## config.mk

```make
export PLATFORM = sky130hd
export DESIGN_NAME = spis_state
export DESIGN_NICKNAME = d
export VERILOG_FILES = /design/src/design/spis_pkg.sv /design/src/design/spis_state.sv
export SDC_FILE = /design/constraint.sdc
export NUM_CORES = 1
export LEC_CHECK = 0
export BUFFER_PORTS_ARGS = -buffer_cell sky130_fd_sc_hd__buf_2
export CAP_MARGIN = 20
export CORE_UTILIZATION = 40
export DETAILED_ROUTE_END_ITERATION = 12
export PLACE_DENSITY = 0.59
export SYNTH_ARGS = -nofsm -noshare
export SYNTH_HDL_FRONTEND = slang
export SYNTH_SLANG_ARGS = --single-unit
```

## constraint.sdc

```tcl
create_clock -name clk -period 30.2 [get_ports clk]
set_clock_uncertainty 0.15 [all_clocks]
set_input_delay 4.53 -clock clk [delete_from_list [all_inputs] [get_ports clk]]
set_output_delay 4.53 -clock clk [all_outputs]
set_load 0.05 [all_outputs]
```

## src/design/spis_pkg.sv

```systemverilog
package spis_pkg;

	// Motor store and fixed-point scaling.
	localparam int MOTOR_COUNT        = 8;
	localparam int MOTOR_IDX_W        = $clog2(MOTOR_COUNT);
	localparam int GAIN_FRACTION_BITS = 8;
	localparam int DEADBAND           = 2;

	// Field widths.
	localparam int MOTOR_ID_W = 3;
	localparam int SPEED_W    = 16;
	localparam int GAIN_W     = 16;
	localparam int DRIVE_W    = 16;
	localparam int SEP_W      = 16;
	localparam int ILIM_W     = 23;
	localparam int OLIM_W     = 15;
	localparam int CFG_W      = 23;
	localparam int CFG_IDX_W  = 3;

	// Internal arithmetic widths.
	localparam int ERR_W    = SPEED_W + 1;
	localparam int INTEG_W  = ILIM_W + 1;
	localparam int DIFF_W   = ERR_W + 1;
	localparam int GAIN_S_W = GAIN_W + 1;
	localparam int PROD_P_W = GAIN_S_W + ERR_W;
	localparam int PROD_I_W = GAIN_S_W + INTEG_W;
	localparam int PROD_D_W = GAIN_S_W + DIFF_W;
	localparam int SUM_W    = PROD_I_W + 2;

	// Mode codes.
	localparam logic MODE_CHASSIS = 1'b0;
	localparam logic MODE_HANDLE  = 1'b1;

	// Configuration register indexes.
	typedef enum logic [CFG_IDX_W-1:0] {
		REG_CHASSIS_SEP  = 3'd0,
		REG_CHASSIS_ILIM = 3'd1,
		REG_CHASSIS_OLIM = 3'd2,
		REG_HANDLE_SEP   = 3'd3,
		REG_HANDLE_ILIM  = 3'd4,
		REG_HANDLE_OLIM  = 3'd5
	} cfg_reg_t;

	// Per-item quantities produced by the state stage.
	typedef struct packed {
		logic signed [ERR_W-1:0]   err;
		logic signed [INTEG_W-1:0] integ;
		logic signed [DIFF_W-1:0]  diff;
		logic                      in_deadband;
	} spis_terms_t;

endpackage

```

## src/design/spis_state.sv

```systemverilog
module spis_state (
	input  logic                               clk,
	input  logic                               arst_n,
	input  logic [spis_pkg::MOTOR_ID_W-1:0]    motor_index,
	input  logic                               mode,
	input  logic signed [spis_pkg::SPEED_W-1:0] speed_setpoint,
	input  logic signed [spis_pkg::SPEED_W-1:0] measured_speed,
	input  logic [spis_pkg::SEP_W-1:0]         separation,
	input  logic [spis_pkg::ILIM_W-1:0]        integral_limit,
	input  logic                               wr_en,
	output spis_pkg::spis_terms_t              terms
);
	import spis_pkg::*;

	localparam int ACC_W = INTEG_W + 1;

	logic signed [INTEG_W-1:0] integ_q [MOTOR_COUNT];
	logic signed [ERR_W-1:0]   prev_q  [MOTOR_COUNT];

	logic                      idx_ok;
	logic [MOTOR_IDX_W-1:0]    idx;
	logic signed [INTEG_W-1:0] integ_rd;
	logic signed [ERR_W-1:0]   prev_rd;
	logic signed [ERR_W-1:0]   err;
	logic [ERR_W-1:0]          mag;
	logic                      integrate;
	logic signed [ACC_W-1:0]   acc;
	logic signed [ACC_W-1:0]   lim_s;
	logic signed [INTEG_W-1:0] integ_new;

	// Look up the motor's stored state; an index past the store reads as zero.
	assign idx_ok   = {1'b0, motor_index} < (MOTOR_ID_W + 1)'(MOTOR_COUNT);
	assign idx      = motor_index[MOTOR_IDX_W-1:0];
	assign integ_rd = idx_ok ? integ_q[idx] : '0;
	assign prev_rd  = idx_ok ? prev_q[idx] : '0;

	// Speed error and its magnitude.
	assign err = ERR_W'(speed_setpoint) - ERR_W'(measured_speed);
	assign mag = err[ERR_W-1] ? ERR_W'(-err) : ERR_W'(err);

	// Integrate only inside the separation window, then clamp every time.
	assign integrate = mag <= ERR_W'(separation);
	assign acc       = ACC_W'(integ_rd) + (integrate ? ACC_W'(err) : ACC_W'(0));
	assign lim_s     = $signed(ACC_W'(integral_limit));

	always_comb begin
		if (acc > lim_s) begin
			integ_new = INTEG_W'(lim_s);
		end else if (acc < -lim_s) begin
			integ_new = INTEG_W'(-lim_s);
		end else begin
			integ_new = INTEG_W'(acc);
		end
	end

	assign terms.err         = err;
	assign terms.integ       = integ_new;
	assign terms.diff        = DIFF_W'(err) - DIFF_W'(prev_rd);
	assign terms.in_deadband = mag <= ERR_W'(DEADBAND);

	// Write back when the item leaves this stage; chassis mode leaves the last error alone.
	always_ff @(posedge clk or negedge arst_n) begin
		if (!arst_n) begin
			for (int i = 0; i < MOTOR_COUNT; i++) begin
				integ_q[i] <= '0;
				prev_q[i]  <= '0;
			end
		end else if (wr_en && idx_ok) begin
			integ_q[idx] <= integ_new;
			if (mode == MODE_HANDLE) begin
				prev_q[idx] <= err;
			end
		end
	end

endmodule

```

==> results.yml, run 1 <==
synth:
  syn_inst: 2182
  ys_ff_latch: 328
  ys_types: 71
  synth_area_leaders: "dfrtp_1 43%, ha_1 7.9%, nand2_1 7.5%"
  yosys_warnings: 0
  synth_ff_type: "dfrtp_1"
  synth_edf_count: 0
  synth_most_common_cell: "nand2_1"
  synthTopCellsByCount: "385 x nand2_1, 328 x dfrtp_1, 258 x o21ai_0"
  yosysSeqAreaShare: 0.426
  synth_top_area_frac: 0.426
  syn_area_per_cell_sq_um: 8.83
  syn_nets: 2385
  synth_top_area_cell: "dfrtp_1"
  synth_async_sr_flop_share: 1.00
  synth_area_sq_um: 19300
cells_and_area:
  fin_cells: 2920
  fill_cells: 4656
  fin_nets: 2483
  syn2layout_area_growth_pct: 13.7
  antenna_cells: 0
  drive_gt1_frac: 0.131
clock_tree:
  h-tree-depth: 2
  hold_buffers: 0
  cts-buffers-inserted: 37
  ctsResizeCount: 0
  clock-sinks: 328
  postCtsSetupRepairBufs: 0
  path_clk_slew_ps: 50
  clock_path_buffers: 3
  clk_latency_ps: 550
  clock-root-buffer: "clkbuf_16"
  cts_tree: "yes"
critical_path:
  worstPathRequired_ps: 25520
  worstSetupEndpointType: "output pin"
  critical_path_class: "input pin to output pin"
  reg2reg_setup_slack_ps: 23280
  slowest_stage: "a221oi_4"
  worstPathMaxFanout: 29
  max_stage_delay_ps: 890
  start_kind: "input pin"
  regToRegStartpoint: "integ_q[28]$_DFFE_PN0P_"
  reg2reg_to: "integ_q[173]$_DFFE_PN0P_"
  critical_path_arrival_ps: 15650
  r2r_cells: 19
detailed_routing:
  drt-total-wl_mm: 61.1
  drc: 0
  drtIter0Drc: 1230
  drtAntennaViolNets: 0
  wl_per_cell_um: 20.9
  num_vias: 17000
  vias_per_cell: 5.83
  dr.pass1.iters: 5
hold_path:
  whs_endpoint: "integ_q[172]$_DFFE_PN0P_"
  hp-class: "flip-flop to flip-flop"
  hold_depth: 2
  holdCritStartpoint: "integ_q[172]$_DFFE_PN0P_"
global_route:
  grt_max_degree: 98
  grt_pass1_wl_mm: 95.9
  antenna_found_initial: 1
  grt_overflow: 0
  grt_pass1_vias: 16500
  grt.total_usage: 0.250
flow_run:
  drv_cap: 0
pwr:
  vdd_drop_max_uv: 225
  p_leak_nw: 10.2
  power.density_nw_per_um2: 133
sta:
  slew_viol_final: 0
  worstMarginPinSlew_ps: 1150
  setup_viol: 0
  rsz0062_at_grt: "no"
  max_freq_mhz: 49.2
  relSlewSlack: 0.230
  hold_viol: 0
  tns_ps: 0
  fin_crit_ps: 20330
  period_share: 0.673
placed_design:
  dp.cells: 2854
  portBuffers: 137
  place_hpwl_mm: 41.7
  place_congestion: 0.892
die:
  core_area_sq_um: 47600
  die_w_um: 221
  initial_core_util: 0.404
  ios: 138
  num_rows: 80
  dieArea_sq_um: 49100
  dieHeight_um: 221
outcome:
  status: "complete, no violations"
stage by stage:
stage / instance area, sq um / hold WS [ps] / setup slack [ps] / util / total power [mW]
after floorplan: 19300 / 299 / 11160 / - / 1.99
after global placement: 20700 / 309 / 10290 / 0.433 / 2.44
after detailed placement: 20700 / 316 / 10020 / 0.434 / 2.47
after CTS: 21900 / 329 / 9980 / 0.459 / 2.92
after global routing: 21900 / 342 / 8910 / 0.460 / 3.13
final: 21900 / 326 / 9870 / 0.460 / 2.92
critical path, delay by kind of cell:
| kind | cells | cell delay [ps] |
|---|---|---|
| AO/OA/AOI/OAI | 19 | 4760 |
| adder cells (fa/ha/maj) | 6 | 1920 |
| AND/OR/NAND/NOR | 6 | 1760 |
| multiplexers | 4 | 1560 |
| buffers and inverters | 5 | 930 |
| XOR/XNOR | 1 | 130 |
layout make-up:
type / instances / area, sq um / area share
clock buffers: 50 / 1060 / 0.0482
clock inverters: 14 / 141 / 0.00645
inverters: 109 / 409 / 0.0187
multi-input cells: 1616 / 10200 / 0.466
flip-flops and latches: 328 / 8210 / 0.374
well taps: 615 / 769 / 0.0351
repair buffers: 188 / 1120 / 0.0509
worst max-delay path by stage:
stage / startpoint / endpoint / slack [ps] / depth (start not counted)
3_5_place_dp: speed_setpoint[0] / terms[27] / 10020 / 41
2_1_floorplan: speed_setpoint[0] / terms[37] / 11160 / 44
4_1_cts: speed_setpoint[0] / terms[27] / 9980 / 41
3_3_place_gp: speed_setpoint[0] / terms[27] / 10290 / 41
6_report: speed_setpoint[0] / terms[27] / 9870 / 41
5_1_grt: speed_setpoint[0] / terms[24] / 8910 / 41
cells in the final DEF (no fill, tap or decap), drive strengths merged, types with 13 or more instances in the layout:
| master | n |
|---|---|
| o31ai | 80 |
| ha | 122 |
| a31oi | 19 |
| nor3 | 20 |
| inv | 109 |
| a22oi | 56 |
| nand2 | 385 |
| a22o | 14 |
| a211oi | 13 |
| dfrtp | 328 |
| a21oi | 47 |
| xor2 | 17 |
| a221oi | 17 |
| and3 | 18 |
| nor4 | 34 |
| o22ai | 85 |
| o21a | 24 |
| o21ai | 290 |
| a21o | 26 |
| buf | 188 |
| mux2i | 26 |
| xnor2 | 55 |
| nand3 | 19 |
| nand4 | 17 |
| clkbuf | 50 |
| nor2 | 105 |
power breakdown:
group,switching [mW],internal [mW],total [mW]
Clock,0.184,0.263,0.447
Sequential,0.0881,0.606,0.694
Combinational,1.23,0.556,1.78
Total,1.50,1.42,2.92
state kept, by name, indices dropped and copies added, names as in the netlist:
register / count
integ_q: 192
prev_q: 136
routing by layer:
layer | up-vias | wire [um] | track usage
li1 | 8057 | - | -
met1 | 8308 | 27000 | 0.337
met2 | 555 | 28700 | 0.416
met3 | 91 | 3640 | 0.0297
met4 | 2 | 1750 | 0.0842
met5 | - | 13 | 0
logic make-up (layout without fill, tap and decap cells):
family	count (synthesis)	in the layout	share of synthesized area
AO/OA/AOI/OAI	722	722	0.236
XOR/XNOR	72	72	0.0327
adder cells (fa/ha/maj)	125	125	0.0823
buffers and inverters	238	361	0.0470
flip-flops	328	328	0.426
multiplexers	36	36	0.0230
AND/OR/NAND/NOR	661	661	0.153
No activity file was read; power rests on OpenSTA's default activity.
==> run 2: changes to the inputs <==
clock period = 18.8 ns   (was 30.2 ns; I/O delays follow)
==> results.yml, run 2 (synthesis gave the netlist of run 1 again) <==
cells_and_area:
  utilization: 0.464
  layout_common_cells: "385 x nand2_1, 328 x dfrtp_1, 258 x o21ai_0, 136 x buf_2, 122 x ha_1"
  regMostFlops: "integ_q"
  largest_reg_flops: 192
  syn2layout_area_growth_pct: 14.7
  fill_cells: 4646
  drive_gt1_frac: 0.134
  top_regs: "integ_q (192), prev_q (136)"
  final_common_cell: "nand2_1"
  fin_nets: 2489
pwr:
  p_clk_frac: 0.160
  vdd_drop_max_uv: 352
  power.density_nw_per_um2: 216
  p_int_mw: 2.35
  swShare: 0.507
  p_sw_mw: 2.42
  total_power_mw: 4.76
  p_comb_frac: 0.607
  power_frac_seq: 0.233
  p_leak_nw: 10.3
sta:
  setup_slack_ps: 1900
  slew_viol_final: 0
  rsz0062_at_grt: "no"
  tns_ps: 0
  hold_viol: 0
  setup_viol: 0
  period_share: 0.899
  worstMarginPinSlew_ps: 1140
  fin_crit_ps: 16900
  relSlewSlack: 0.240
  max_freq_mhz: 59.2
hold_path:
  hp-class: "flip-flop to flip-flop"
  hold_depth: 2
placed_design:
  place_hpwl_mm: 41.6
  place_congestion: 0.891
  portBuffers: 137
  pre_cts_slack_ps: 2000
critical_path:
  crit_end: "terms[24]"
  regToRegStartpoint: "integ_q[52]$_DFFE_PN0P_"
  worstPathRequired_ps: 15830
  reg2reg_to: "integ_q[5]$_DFFE_PN0P_"
  start_kind: "input pin"
  max_stage_delay_ps: 850
  slowest_stage: "a221oi_4"
  startpoint: "speed_setpoint[0]"
  critical_path_class: "input pin to output pin"
  r2r_cells: 19
  reg2reg_setup_slack_ps: 11920
  worstPathMaxFanout: 29
  critical_path_arrival_ps: 13930
  worstSetupEndpointType: "output pin"
detailed_routing:
  num_vias: 16900
  drtIter0Drc: 1310
  drc: 0
  vias_per_cell: 5.78
  wl_per_cell_um: 21.0
  drtAntennaViolNets: 0
  drt-total-wl_mm: 61.6
  dr.pass1.iters: 5
clock_tree:
  postCtsSetupRepairBufs: 0
  path_clk_slew_ps: 50
  ctsResizeCount: 0
  cts-buffers-inserted: 37
  clock_path_buffers: 3
  h-tree-depth: 2
  cts_tree: "yes"
  clock-root-buffer: "clkbuf_16"
  clock-sinks: 328
  hold_buffers: 0
  clk_latency_ps: 570
global_route:
  grt_pass1_wl_mm: 96.0
  antenna_found_initial: 6
  grt.total_usage: 0.253
  grt_pass1_vias: 16500
  grt_max_degree: 100
  grt_overflow: 0
die:
  dieHeight_um: 221
  ios: 138
  dieArea_sq_um: 49100
  num_rows: 80
  die_w_um: 221
  initial_core_util: 0.404
  core_area_sq_um: 47600
outcome:
  status: "complete, no violations"
flow_run:
  drv_cap: 0
[run 2: power by group through the flow]
stage / clock, mW / sequential, mW / combinational, mW
6_report: 0.761 / 1.11 / 2.89
5_1_grt: 0.802 / 1.15 / 3.15
4_1_cts: 0.777 / 1.11 / 2.86
3_5_place_dp: 0 / 1.12 / 2.85
3_3_place_gp: 0 / 1.11 / 2.82
2_1_floorplan: 0 / 1.08 / 2.11
[run 2: worst min path at each step]
stage | slack (ps) | end | start
final | 330 | integ_q[90]$_DFFE_PN0P_ | integ_q[90]$_DFFE_PN0P_
after global routing | 350 | prev_q[62]$_DFFE_PN0P_ | prev_q[62]$_DFFE_PN0P_
after CTS | 330 | integ_q[114]$_DFFE_PN0P_ | integ_q[114]$_DFFE_PN0P_
after detailed placement | 320 | integ_q[126]$_DFFE_PN0P_ | integ_q[126]$_DFFE_PN0P_
after global placement | 310 | integ_q[5]$_DFFE_PN0P_ | integ_q[5]$_DFFE_PN0P_
after floorplan | 300 | integ_q[100]$_DFFE_PN0P_ | integ_q[100]$_DFFE_PN0P_
[run 2: final cells by class]
cell class | count | area [sq um] | area share
clock inverter | 10 | 158 | 0.00713
sequential | 328 | 8210 | 0.371
timing repair buffer | 194 | 1180 | 0.0536
tap | 615 | 769 | 0.0348
clock buffer | 57 | 1140 | 0.0517
antenna | 3 | 7.51 | 0.000340
inverter | 109 | 409 | 0.0185
multi-input combinational | 1616 | 10200 | 0.462
[run 2: stage by stage]
step	cells	hold slack, ps	area, sq um
after floorplan	2182	299	19300
after global placement	2856	310	20700
after global routing	2931	345	22100
after CTS	2925	329	22000
final	2932	326	22100
after detailed placement	2858	316	20700
[run 2: layer usage]
layer | global-route usage | part of all wire | wire length, um
met4 | 0.100 | 0.034 | 2080
met5 | 0.00684 | 0.00067 | 41
met1 | 0.331 | 0.44 | 27000
met2 | 0.422 | 0.47 | 28800
met3 | 0.0347 | 0.059 | 3650
[run 2: critical path: cells and delay by family]
kind,cells,cell delay [ps]
muxes,4,1680
and+or+nand+nor,6,1730
adders and majority gates,6,1970
buffers and inverters,5,890
AOI/OAI and AO/OA,19,4690
xor gates and xnor gates,1,140
