[src/design/spis_pkg.sv]
package spis_pkg;

	// Motor store and fixed-point scaling.
	localparam int MOTOR_COUNT        = 8;
	localparam int MOTOR_IDX_W        = $clog2(MOTOR_COUNT);
	localparam int GAIN_FRACTION_BITS = 8;
	localparam int DEADBAND           = 2;

	// Field widths.
	localparam int MOTOR_ID_W = 3;
	localparam int SPEED_W    = 16;
	localparam int GAIN_W     = 16;
	localparam int DRIVE_W    = 16;
	localparam int SEP_W      = 16;
	localparam int ILIM_W     = 23;
	localparam int OLIM_W     = 15;
	localparam int CFG_W      = 23;
	localparam int CFG_IDX_W  = 3;

	// Internal arithmetic widths.
	localparam int ERR_W    = SPEED_W + 1;
	localparam int INTEG_W  = ILIM_W + 1;
	localparam int DIFF_W   = ERR_W + 1;
	localparam int GAIN_S_W = GAIN_W + 1;
	localparam int PROD_P_W = GAIN_S_W + ERR_W;
	localparam int PROD_I_W = GAIN_S_W + INTEG_W;
	localparam int PROD_D_W = GAIN_S_W + DIFF_W;
	localparam int SUM_W    = PROD_I_W + 2;

	// Mode codes.
	localparam logic MODE_CHASSIS = 1'b0;
	localparam logic MODE_HANDLE  = 1'b1;

	// Configuration register indexes.
	typedef enum logic [CFG_IDX_W-1:0] {
		REG_CHASSIS_SEP  = 3'd0,
		REG_CHASSIS_ILIM = 3'd1,
		REG_CHASSIS_OLIM = 3'd2,
		REG_HANDLE_SEP   = 3'd3,
		REG_HANDLE_ILIM  = 3'd4,
		REG_HANDLE_OLIM  = 3'd5
	} cfg_reg_t;

	// Per-item quantities produced by the state stage.
	typedef struct packed {
		logic signed [ERR_W-1:0]   err;
		logic signed [INTEG_W-1:0] integ;
		logic signed [DIFF_W-1:0]  diff;
		logic                      in_deadband;
	} spis_terms_t;

endpackage

[src/design/spis_sum.sv]
module spis_sum (
	input  logic                                 mode,
	input  logic                                 in_deadband,
	input  logic signed [spis_pkg::PROD_P_W-1:0] prod_p,
	input  logic signed [spis_pkg::PROD_I_W-1:0] prod_i,
	input  logic signed [spis_pkg::PROD_D_W-1:0] prod_d,
	input  logic [spis_pkg::OLIM_W-1:0]          output_limit,
	output logic signed [spis_pkg::DRIVE_W-1:0]  drive
);
	import spis_pkg::*;

	logic signed [SUM_W-1:0] term_p;
	logic signed [SUM_W-1:0] term_i;
	logic signed [SUM_W-1:0] term_d;
	logic signed [SUM_W-1:0] sum;
	logic signed [SUM_W-1:0] lim_s;

	// Drop the gain fraction with an arithmetic shift, which rounds towards minus infinity.
	assign term_p = SUM_W'(prod_p >>> GAIN_FRACTION_BITS);
	assign term_i = SUM_W'(prod_i >>> GAIN_FRACTION_BITS);
	assign term_d = (mode == MODE_HANDLE) ? SUM_W'(prod_d >>> GAIN_FRACTION_BITS) : '0;

	assign sum   = term_p + term_i + term_d;
	assign lim_s = $signed(SUM_W'(output_limit));

	// Saturate symmetrically; the handle deadband forces zero.
	always_comb begin
		if (mode == MODE_HANDLE && in_deadband) begin
			drive = '0;
		end else if (sum > lim_s) begin
			drive = DRIVE_W'(lim_s);
		end else if (sum < -lim_s) begin
			drive = DRIVE_W'(-lim_s);
		end else begin
			drive = DRIVE_W'(sum);
		end
	end

endmodule

[config.mk]
export PLATFORM = sky130hd
export DESIGN_NAME = spis_sum
export DESIGN_NICKNAME = d
export VERILOG_FILES = /design/src/design/spis_pkg.sv /design/src/design/spis_sum.sv
export SDC_FILE = /design/constraint.sdc
export NUM_CORES = 1
export LEC_CHECK = 0
export BUFFER_PORTS_ARGS = -buffer_cell sky130_fd_sc_hd__buf_2
export CAP_MARGIN = 10
export CORE_UTILIZATION = 40
export DETAILED_ROUTE_END_ITERATION = 8
export GPL_ROUTABILITY_DRIVEN = 0
export PLACE_DENSITY_LB_ADDON = 0.12
export SYNTH_ARGS = -nofsm -noshare
export SYNTH_HDL_FRONTEND = slang
export SYNTH_SLANG_ARGS = --single-unit
[constraint.sdc]
create_clock -name vclk -period 12
set_clock_uncertainty 0.1 [all_clocks]
set_input_delay 2.4 -clock vclk [all_inputs]
set_output_delay 2.4 -clock vclk [all_outputs]
set_load 0.005 [all_outputs]
==> summary.md, run 1 <==
| Metric | Value |
|---|---|
| WP data arrival | 8.65 ns |
| Power Dens Cells | 103 nW/um^2 |
| WS Path Type | in -> out |
| Register Area | 0 um^2 |
| Synth area leader | ha_1 |
| # setup viols final | 0 |
| CP max-delay cell | a2111oi_0 |
| 1st-pass router iterations | 5 |
| Clkbuf count | 0 |
| Share of layout cells above drive strength 1 | 0.170 |
| Pwr Total | 624 uW |
| Mux contribution to synthesized area | 0.00974 |
| HPWL after DPL | 13,400 um |
| Diodes inserted | 0 |
| Tmin final | 11.15 ns |
| DR WL/cell | 16.0 um |
| Starting density of the core | 0.409 |
| CP cell instances | buf_2 > and2_1 > fa_1 > ha_1 > a21oi_1 > o21ai_1 > or2_2 > a211oi_1 > nor3_1 > a31o_2 > inv_1 > ha_1 > a2111oi_0 > o21ai_0 > a21oi_1 > o22ai_1 > nor2_1 > o21ai_1 > nand2_1 > buf_4 > mux2_2 > o211ai_1 > o31ai_1 > buf_2 |
| Synth Area in Compound Gates | 0.285 |
| WL final | 16,000 um |
| 1st-iter DRT viols | 448 |
| Synth Area in Simple Gates | 0.237 |
| Die area | 14,000 um^2 |
| Post-CTS Repair Setup Buffers | 0 |
| Yosys Warn Count | 0 |
| Startpoint Class | input pin |
| Overflow after GRT | 0 |
| Largest net degree at the start of global routing | 30 |
| Via Count | 5,825 |
| Final worst path period share | 0.930 |
| Status | completed |
| Worst hold start | output_limit[0] |
| Boundary pin count | 143 |
| Global-route wire length before repair | 26,800 um |
| Final Max Tran Viols | 0 |
| Initial antenna violation count | 0 |
| XOR/XNOR share of the synthesized area | 0.0601 |
| LEAKAGE | 2.91 nW |
| Drt drc | 0 |
| CORE AREA | 13,200 um^2 |
| F_max | 0.0896 GHz |
| Top cell type's share of synthesized area | 0.213 |
| Endpoint type of the worst setup path | primary output |
| TNS Setup | 0 ns |
| Vias in the first global route | 5,667 |
| Max Cap Viol | 0 |
| Mapped Cells | 733 |
| Synth area leaders | ha_1 (21%), fa_1 (13%), a21oi_1 (6.7%) |
| Hold WC Path Type | in -> out |
| Post-Synth Adder-Cell Area | 0.340 |
| Maximum VDD drop | 32.5 uV |
| Rel. slew slack | 0.422 |
| Hold-critical path depth | 4 |
| Worst Hold End | drive[0] |
| Count of input and output buffers | 119 |
| CP peak stage delay | 0.50 ns |
| Multi-input logic area | 5020 um^2 |
| Register area share after synthesis | 0 |
| Die W | 118 um |
| Nets | 1,077 |
| Final hold violation count | 0 |
| # rows | 42 |
| Die H | 118 um |
| Post-CTS Resized | 0 |
| RSZ-0062 raised after global routing | false |
| Via/cell ratio | 5.84 |
| Fillers | 1,369 |
| FF+latch count | 0 |
| Slew @ Worst Pin | 0.860 ns |
| Largest family of logic cells by synthesized area | adder cells |
| Hold bufs inserted after CTS | 0 |
| Area growth from synthesis to layout | 12.6% |
| Syn_nets | 986 |
| Antenna-violating nets left | 0 |
| CP Max Fanout | 29 |
| Mapped Area | 5400 um^2 |
| Gr usage total | 0.229 |
| Syn avg cell area | 7.36 um^2 |
| Yosys cell types | 71 |
| WP data required | 9.50 ns |
## worst max-delay path: cells and delay by family
| family | cells | cell delay [ns] |
|---|---|---|
| compound gates | 11 | 2.89 |
| fa+ha+maj | 3 | 1.11 |
| buf+inv | 4 | 0.91 |
| mux | 1 | 0.38 |
| simple gates | 5 | 0.94 |
## per-layer routing
layer  vias to the layer above  part of all wire  global-route usage
met5                         -                 0                   0
met3                         8             0.055             0.00241
li1                       2898                 -                   -
met2                       200              0.44               0.381
met1                      2719              0.49               0.336
met4                         0            0.0091              0.0353
## cell families after synthesis
group / after synthesis
buf+inv: 90
fa+ha+maj: 126
compound gates: 233
xor+xnor: 37
simple gates: 242
mux: 5
## synthesized netlist by cell type (4+ instances only)
library cell	number
a21oi_1	72
nand2_1	53
nor3_1	30
a21o_1	21
nand3_1	15
ha_1	92
a21boi_0	4
nor2_1	38
fa_1	34
nand4_1	23
o21a_1	10
clkbuf_1	23
o211ai_1	9
a211oi_1	17
xnor2_1	28
a32o_1	8
o221ai_1	4
buf_2	5
or3_1	9
o21bai_1	4
nor4_1	5
xor2_1	9
or2_2	4
and2_1	32
o21ai_0	37
o22ai_1	7
inv_1	57
nand2b_1	7
and3_1	7
## area by class of cell
type / instances / area share
inverter: 57 / 0.0352
tap: 176 / 0.0363
timing repair buffer: 122 / 0.102
multi-input combinational: 643 / 0.827
## cell usage in the layout (no fill, tap or decap), types with 8 or more instances in the layout
master    instances
a211oi_1         17
a21o_1           21
a21oi_1          72
a32o_1            8
and2_1           32
buf_2           119
fa_1             34
ha_1             92
inv_1            57
nand2_1          53
nand3_1          15
nand4_1          23
nor2_1           38
nor3_1           30
o211ai_1          9
o21a_1           10
o21ai_0          37
or3_1             9
xnor2_1          28
xor2_1            9
## worst max path at each step
stage	from	slack (ns)	cells after the start	endpoint
2_1_floorplan	mode	1.81	27	drive[3]
4_1_cts	mode	0.97	24	drive[3]
5_1_grt	mode	0.30	24	drive[14]
6_report	mode	0.85	24	drive[14]
3_3_place_gp	mode	1.01	24	drive[3]
3_5_place_dp	mode	0.96	24	drive[3]
## stage by stage
| stage | cell area [um^2] | instances | worst slack [ns] | hold slack (ns) | utilization |
|---|---|---|---|---|---|
| after floorplan | 5400 | 733 | 1.81 | 4.80 | - |
| after global placement | 6070 | 998 | 1.01 | 5.04 | 0.460 |
| after detailed placement | 6070 | 998 | 0.959 | 5.05 | 0.460 |
| after CTS | 6070 | 998 | 0.970 | 5.05 | 0.460 |
| after global routing | 6070 | 998 | 0.298 | 5.07 | 0.460 |
| final | 6070 | 998 | 0.845 | 5.05 | 0.460 |
## power breakdown
group | total [mW] | switching (mW) | leakage (nW) | internal, mW
Combinational | 0.624 | 0.370 | 2.91 | 0.254
Sequential | 0 | 0 | 0 | 0
Clock | 0 | 0 | 0 | 0
Note: power is estimated with default switching activity, not from simulation.
==> inputs of run 2 (changes only) <==
--- a/config.mk
+++ b/config.mk
@@ -7,6 +7,7 @@
 export LEC_CHECK = 0
 export BUFFER_PORTS_ARGS = -buffer_cell sky130_fd_sc_hd__buf_2
 export CAP_MARGIN = 10
+export CORE_ASPECT_RATIO = 1.5
 export CORE_UTILIZATION = 40
 export DETAILED_ROUTE_END_ITERATION = 8
 export GPL_ROUTABILITY_DRIVEN = 0
==> run 2 against run 1 <==
Core utilization up 0.28 points. Total power up 0.33%. Cell count down 1.6%. Fmax down 1.7%. Cell area down 0.23%. Non-clock buffer count up 1. Critical path depth unchanged. Combinational power about the same. Sequential share of layout area unchanged. Worst setup slack worse by 0.20 ns. Critical path type unchanged. Largest cell class unchanged. Highest routed layer unchanged.
==> summary.md, run 2 (synthesized netlist as in run 1, its figures left out) <==
| Metric | Value |
|---|---|
| WP data arrival | 8.85 ns (+0.20 ns) |
| Final Max Tran Viols | 0 (unchanged) |
| Boundary pin count | 143 (unchanged) |
| WP data required | 9.50 ns (about the same) |
| F_max | 0.0881 GHz (-1.7%) |
| CP peak stage delay | 0.51 ns (about the same) |
| Die area | 14,000 um^2 (about the same) |
| Commonest non-fill, non-tap cell in the layout | buf_2 |
| Final hold violation count | 0 (unchanged) |
| Endpoint type of the worst setup path | primary output |
| Status | completed |
| Slew @ Worst Pin | 0.748 ns (-0.112 ns) |
| Global-route wire length before repair | 26,600 um (-0.88%) |
| RSZ-0062 raised after global routing | false |
| Antenna-violating nets left | 0 (unchanged) |
| Power Dens Cells | 103 nW/um^2 (+0.55%) |
| Hold WC Path Type | in -> out |
| Clkbuf count | 0 (unchanged) |
| Most frequent cells in the layout | buf_2 (119), ha_1 (92), a21oi_1 (72) |
| CP cell instances | buf_2 > and2_1 > fa_1 > ha_1 > a21oi_1 > o21ai_1 > or2_2 > a211oi_1 > nor3_1 > a31o_2 > inv_1 > ha_1 > nand3_1 > nor3_1 > a21oi_1 > o22ai_1 > nor2_1 > o21ai_1 > nand2_1 > buf_4 > or2_2 > a221o_1 > o31ai_1 > buf_2 |
| Share of layout cells above drive strength 1 | 0.171 (+0.00101) |
| CORE AREA | 13,100 um^2 (-0.83%) |
| Worst Path Buf+Inv | 4 (unchanged) |
| 1st-pass router iterations | 5 (unchanged) |
| Gr usage total | 0.228 (-0.000928) |
| Maximum VDD drop | 43.5 uV (+34%) |
| Diodes inserted | 0 (unchanged) |
| Hold bufs inserted after CTS | 0 (unchanged) |
| 1st-iter DRT viols | 285 (-36%) |
| Max Cap Viol | 0 (unchanged) |
| Register Area | 0 um^2 (unchanged) |
| CP Max Fanout | 29 (unchanged) |
| Crit path max-delay family | compound AO/OA/AOI/OAI gates |
| Area growth from synthesis to layout | 12.3% |
| # setup viols final | 0 (unchanged) |
| Via Count | 5,931 (+1.8%) |
| Die H | 144 um (+22%) |
| Post-CTS Repair Setup Buffers | 0 (unchanged) |
| # rows | 51 (+21%) |
| HPWL after DPL | 14,100 um (+5.0%) |
| Die W | 96.8 um (-18%) |
| DR WL/cell | 16.9 um (+5.2%) |
| Starting density of the core | 0.412 (+0.00340) |
| Rel. slew slack | 0.498 (+0.0755) |
| FF+latch count | 0 (unchanged) |
| LEAKAGE | 2.91 nW (+0.16%) |
| TNS Setup | 0 ns (unchanged) |
| Drt drc | 0 (unchanged) |
| CP max-delay cell | a211oi_1 |
| Post-CTS Resized | 0 (unchanged) |
| Nets | 1,078 (+0.093%) |
| Pwr Total | 626 uW (+0.33%) |
| Startpoint Class | input pin |
| WL final | 16,600 um (+3.5%) |
| Fillers | 1,391 (+1.6%) |
| Tmin final | 11.35 ns (+0.199 ns) |
| WS Path Type | in -> out |
| Largest net degree at the start of global routing | 30 (unchanged) |
| Count of input and output buffers | 119 (unchanged) |
| Final worst path period share | 0.946 (+0.0166) |
| Vias in the first global route | 5,723 (+0.99%) |
| Overflow after GRT | 0 (unchanged) |
| Initial antenna violation count | 1 (+1) |
| Via/cell ratio | 6.04 (+3.5%) |
run 2: metrics by stage:
stage	area (um^2)	worst slack [ns]	hold slack [ns]	util	std cells
after detailed placement	6060	0.772	5.05	0.463	982
after CTS	6060	0.740	5.05	0.463	982
after global placement	6060	0.857	5.03	0.463	982
final	6060	0.646	5.05	0.463	982
after floorplan	5400	1.81	4.80	-	733
after global routing	6060	0.195	5.07	0.463	982
run 2: layout make-up:
cell class,count,area [um^2],share of cell area
Multi-Input combinational cell,643,5020,0.829
Timing Repair Buffer,123,626,0.103
Inverter,57,214,0.0353
Tap cell,159,199,0.0328
run 2: final timing paths:
| kind | slack [ns] | to | start | cells past startpoint |
|---|---|---|---|---|
| setup / recovery | 0.65 | drive[3] | mode | 24 |
| hold / removal | 5.05 | drive[0] | output_limit[0] | 4 |
run 2: power by group:
group	switching [mW]	total, mW	internal [mW]
combinational	0.371	0.626	0.255
clock	0	0	0
sequential	0	0	0
total	0.371	0.626	0.255
run 2: layer usage:
layer | global-route usage | vias up | share of wire
li1 | - | 2893 | -
met4 | 0.112 | 0 | 0.045
met2 | 0.451 | 195 | 0.54
met3 | 0.00580 | 50 | 0.033
met5 | 0 | - | 0
met1 | 0.247 | 2793 | 0.38
run 2: worst min-delay path, cell delays in order:
cell,delay (ns)
buf_2,0.13
nand2_1,0.05
mux2i_1,0.05
buf_2,0.12
==> inputs of run 3 (changes only) <==
--- a/config.mk
+++ b/config.mk
@@ -6,8 +6,8 @@
 export NUM_CORES = 1
 export LEC_CHECK = 0
 export BUFFER_PORTS_ARGS = -buffer_cell sky130_fd_sc_hd__buf_2
-export CAP_MARGIN = 10
 export CORE_ASPECT_RATIO = 1.5
+export CORE_MARGIN = 10
 export CORE_UTILIZATION = 40
 export DETAILED_ROUTE_END_ITERATION = 8
 export GPL_ROUTABILITY_DRIVEN = 0
==> run 3 against run 2 <==
Core utilization rose by 0.057 points. Cell area increased by 0.12%. Clock-buffer cell count unchanged. Via count shrank 1.3%. Total power up 0.18%. Cell count grew 0.10%. Critical path type unchanged. Highest routed layer unchanged.
==> summary.md, run 3 (synthesized netlist as in run 1, its figures left out) <==
| Metric | Value |
|---|---|
| Endpoint type of the worst setup path | primary output |
| Setup crit start | mode |
| WS Path Type | in -> out |
| Worst setup path endpoint | drive[5] |
| Boundary pin count | 143 (unchanged) |
| Top Usage Layer GRT | met2 |
| Global routing usage on met3 | 0.0147 (+0.00895) |
| WP data arrival | 8.60 ns (-0.25 ns) |
| Power Dens Cells | 103 nW/um^2 (about the same) |
| TNS Setup | 0 ns (unchanged) |
| Diodes inserted | 0 (unchanged) |
| Overflow after GRT | 0 (unchanged) |
| FF+latch count | 0 (unchanged) |
| Starting density of the core | 0.412 (unchanged) |
| WL final | 17,600 um (+6.3%) |
| Hold WC Path Type | in -> out |
| Final hold violation count | 0 (unchanged) |
| Clkbuf count | 0 (unchanged) |
| LEAKAGE | 2.92 nW (+0.17%) |
| CP max-delay cell | o31ai_2 |
| Via/cell ratio | 5.95 (-1.4%) |
| Worst Path Buf+Inv | 5 (+1) |
| HPWL after DPL | 15,100 um (+7.3%) |
| Met2 GRT Util | 0.357 (-0.0941) |
| Stages on worst setup path | 26 (+8.3%) |
| Crit path top cell by count | a21oi_1 |
| Die area | 18,600 um^2 (+33%) |
| Gr usage total | 0.178 (-0.0499) |
| # setup viols final | 0 (unchanged) |
| Rel. slew slack | 0.448 (-0.0494) |
| Register Area | 0 um^2 (unchanged) |
| CORE AREA | 13,100 um^2 (unchanged) |
| DR WL/cell | 17.9 um (+6.2%) |
| CP peak stage delay | 0.55 ns (+0.04 ns) |
| Global-route wire length before repair | 28,500 um (+7.1%) |
| Max Cap Viol | 0 (unchanged) |
| Area growth from synthesis to layout | 12.5% |
| Largest net degree at the start of global routing | 30 (unchanged) |
| Startpoint Class | input pin |
| Nets | 1,079 (+0.093%) |
| Final worst slack | 0.899 ns (+0.252 ns) |
| Crit path max-delay family | compound AO/OA/AOI/OAI gates |
| WP data required | 9.50 ns (about the same) |
| 1st-iter DRT viols | 346 (+21%) |
| Met1 usage | 0.189 (-0.0581) |
| CP Max Fanout | 29 (unchanged) |
| Vias in the first global route | 6,087 (+6.4%) |
| Count of input and output buffers | 119 (unchanged) |
| Initial antenna violation count | 0 (-1) |
| Status | completed |
| Final Max Tran Viols | 0 (unchanged) |
| Via Count | 5,853 (-1.3%) |
| Final worst path period share | 0.925 (-0.0210) |
| Drt drc | 0 (unchanged) |
| Antenna-violating nets left | 0 (unchanged) |
| Share of layout cells above drive strength 1 | 0.172 (+0.00101) |
| Post-CTS Resized | 0 (unchanged) |
| RSZ-0062 raised after global routing | false |
| Setup WS pre-CTS | 1.01 ns (+0.235 ns) |
| Commonest non-fill, non-tap cell in the layout | buf_2 |
| Post-CTS Repair Setup Buffers | 0 (unchanged) |
| Die W | 115 um (+19%) |
| Hold bufs inserted after CTS | 0 (unchanged) |
| Maximum VDD drop | 45.0 uV (+3.6%) |
| Hold-critical path depth | 3 (-1) |
| Tmin final | 11.10 ns (-0.252 ns) |
| F_max | 0.0901 GHz (+2.3%) |
| Slew @ Worst Pin | 0.822 ns (+0.0743 ns) |
| # rows | 51 (unchanged) |
| Most frequent cells in the layout | buf_2 (119), ha_1 (92), a21oi_1 (72) |
| 1st-pass router iterations | 5 (unchanged) |
| Die H | 162 um (+12%) |
[run 3: cell count changes in the layout (fill, tap and decap cells not counted), sizes merged]
cell | previous run | this run
buf | 123 | 124
[run 3: area by class of cell]
type / count / area, um^2
Fill cell: 1388 / 7010
Inverter: 57 / 214
Multi-Input combinational cell: 643 / 5020
Tap cell: 159 / 199
Timing Repair Buffer: 124 / 633
[run 3: power breakdown]
group / total, mW / leakage [nW] / internal [mW] / switching, mW
clock network: 0 / 0 / 0 / 0
logic: 0.627 / 2.92 / 0.257 / 0.371
registers: 0 / 0 / 0 / 0
total: 0.627 / 2.92 / 0.257 / 0.371
[run 3: worst min-delay path by stage]
stage / startpoint / end
after floorplan: output_limit[0] / drive[0]
after global placement: output_limit[9] / drive[9]
after detailed placement: output_limit[9] / drive[9]
after CTS: output_limit[9] / drive[9]
after global routing: output_limit[9] / drive[9]
final: output_limit[9] / drive[9]
[run 3: metrics by stage]
stage | power, mW | std cells | hold WS, ns | utilization | area [um^2]
after global routing | 0.704 | 983 | 5.05 | 0.464 | 6070
after global placement | 0.608 | 983 | 5.04 | 0.464 | 6070
after CTS | 0.626 | 983 | 5.05 | 0.464 | 6070
final | 0.627 | 983 | 5.04 | 0.464 | 6070
after floorplan | 0.448 | 733 | 4.80 | - | 5400
after detailed placement | 0.621 | 983 | 5.04 | 0.464 | 6070
[run 3: tightest hold or removal path: stages]
cell and delay [ns]:
buf_2 0.10, a32o_1 0.14, buf_2 0.10
[run 3: routing by layer]
metal / wire, um / part of all wire / vias up
li1: - / - / 2898
met1: 6470 / 0.37 / 2714
met2: 9850 / 0.56 / 207
met3: 871 / 0.050 / 34
met4: 393 / 0.022 / 0
met5: 0 / 0 / -
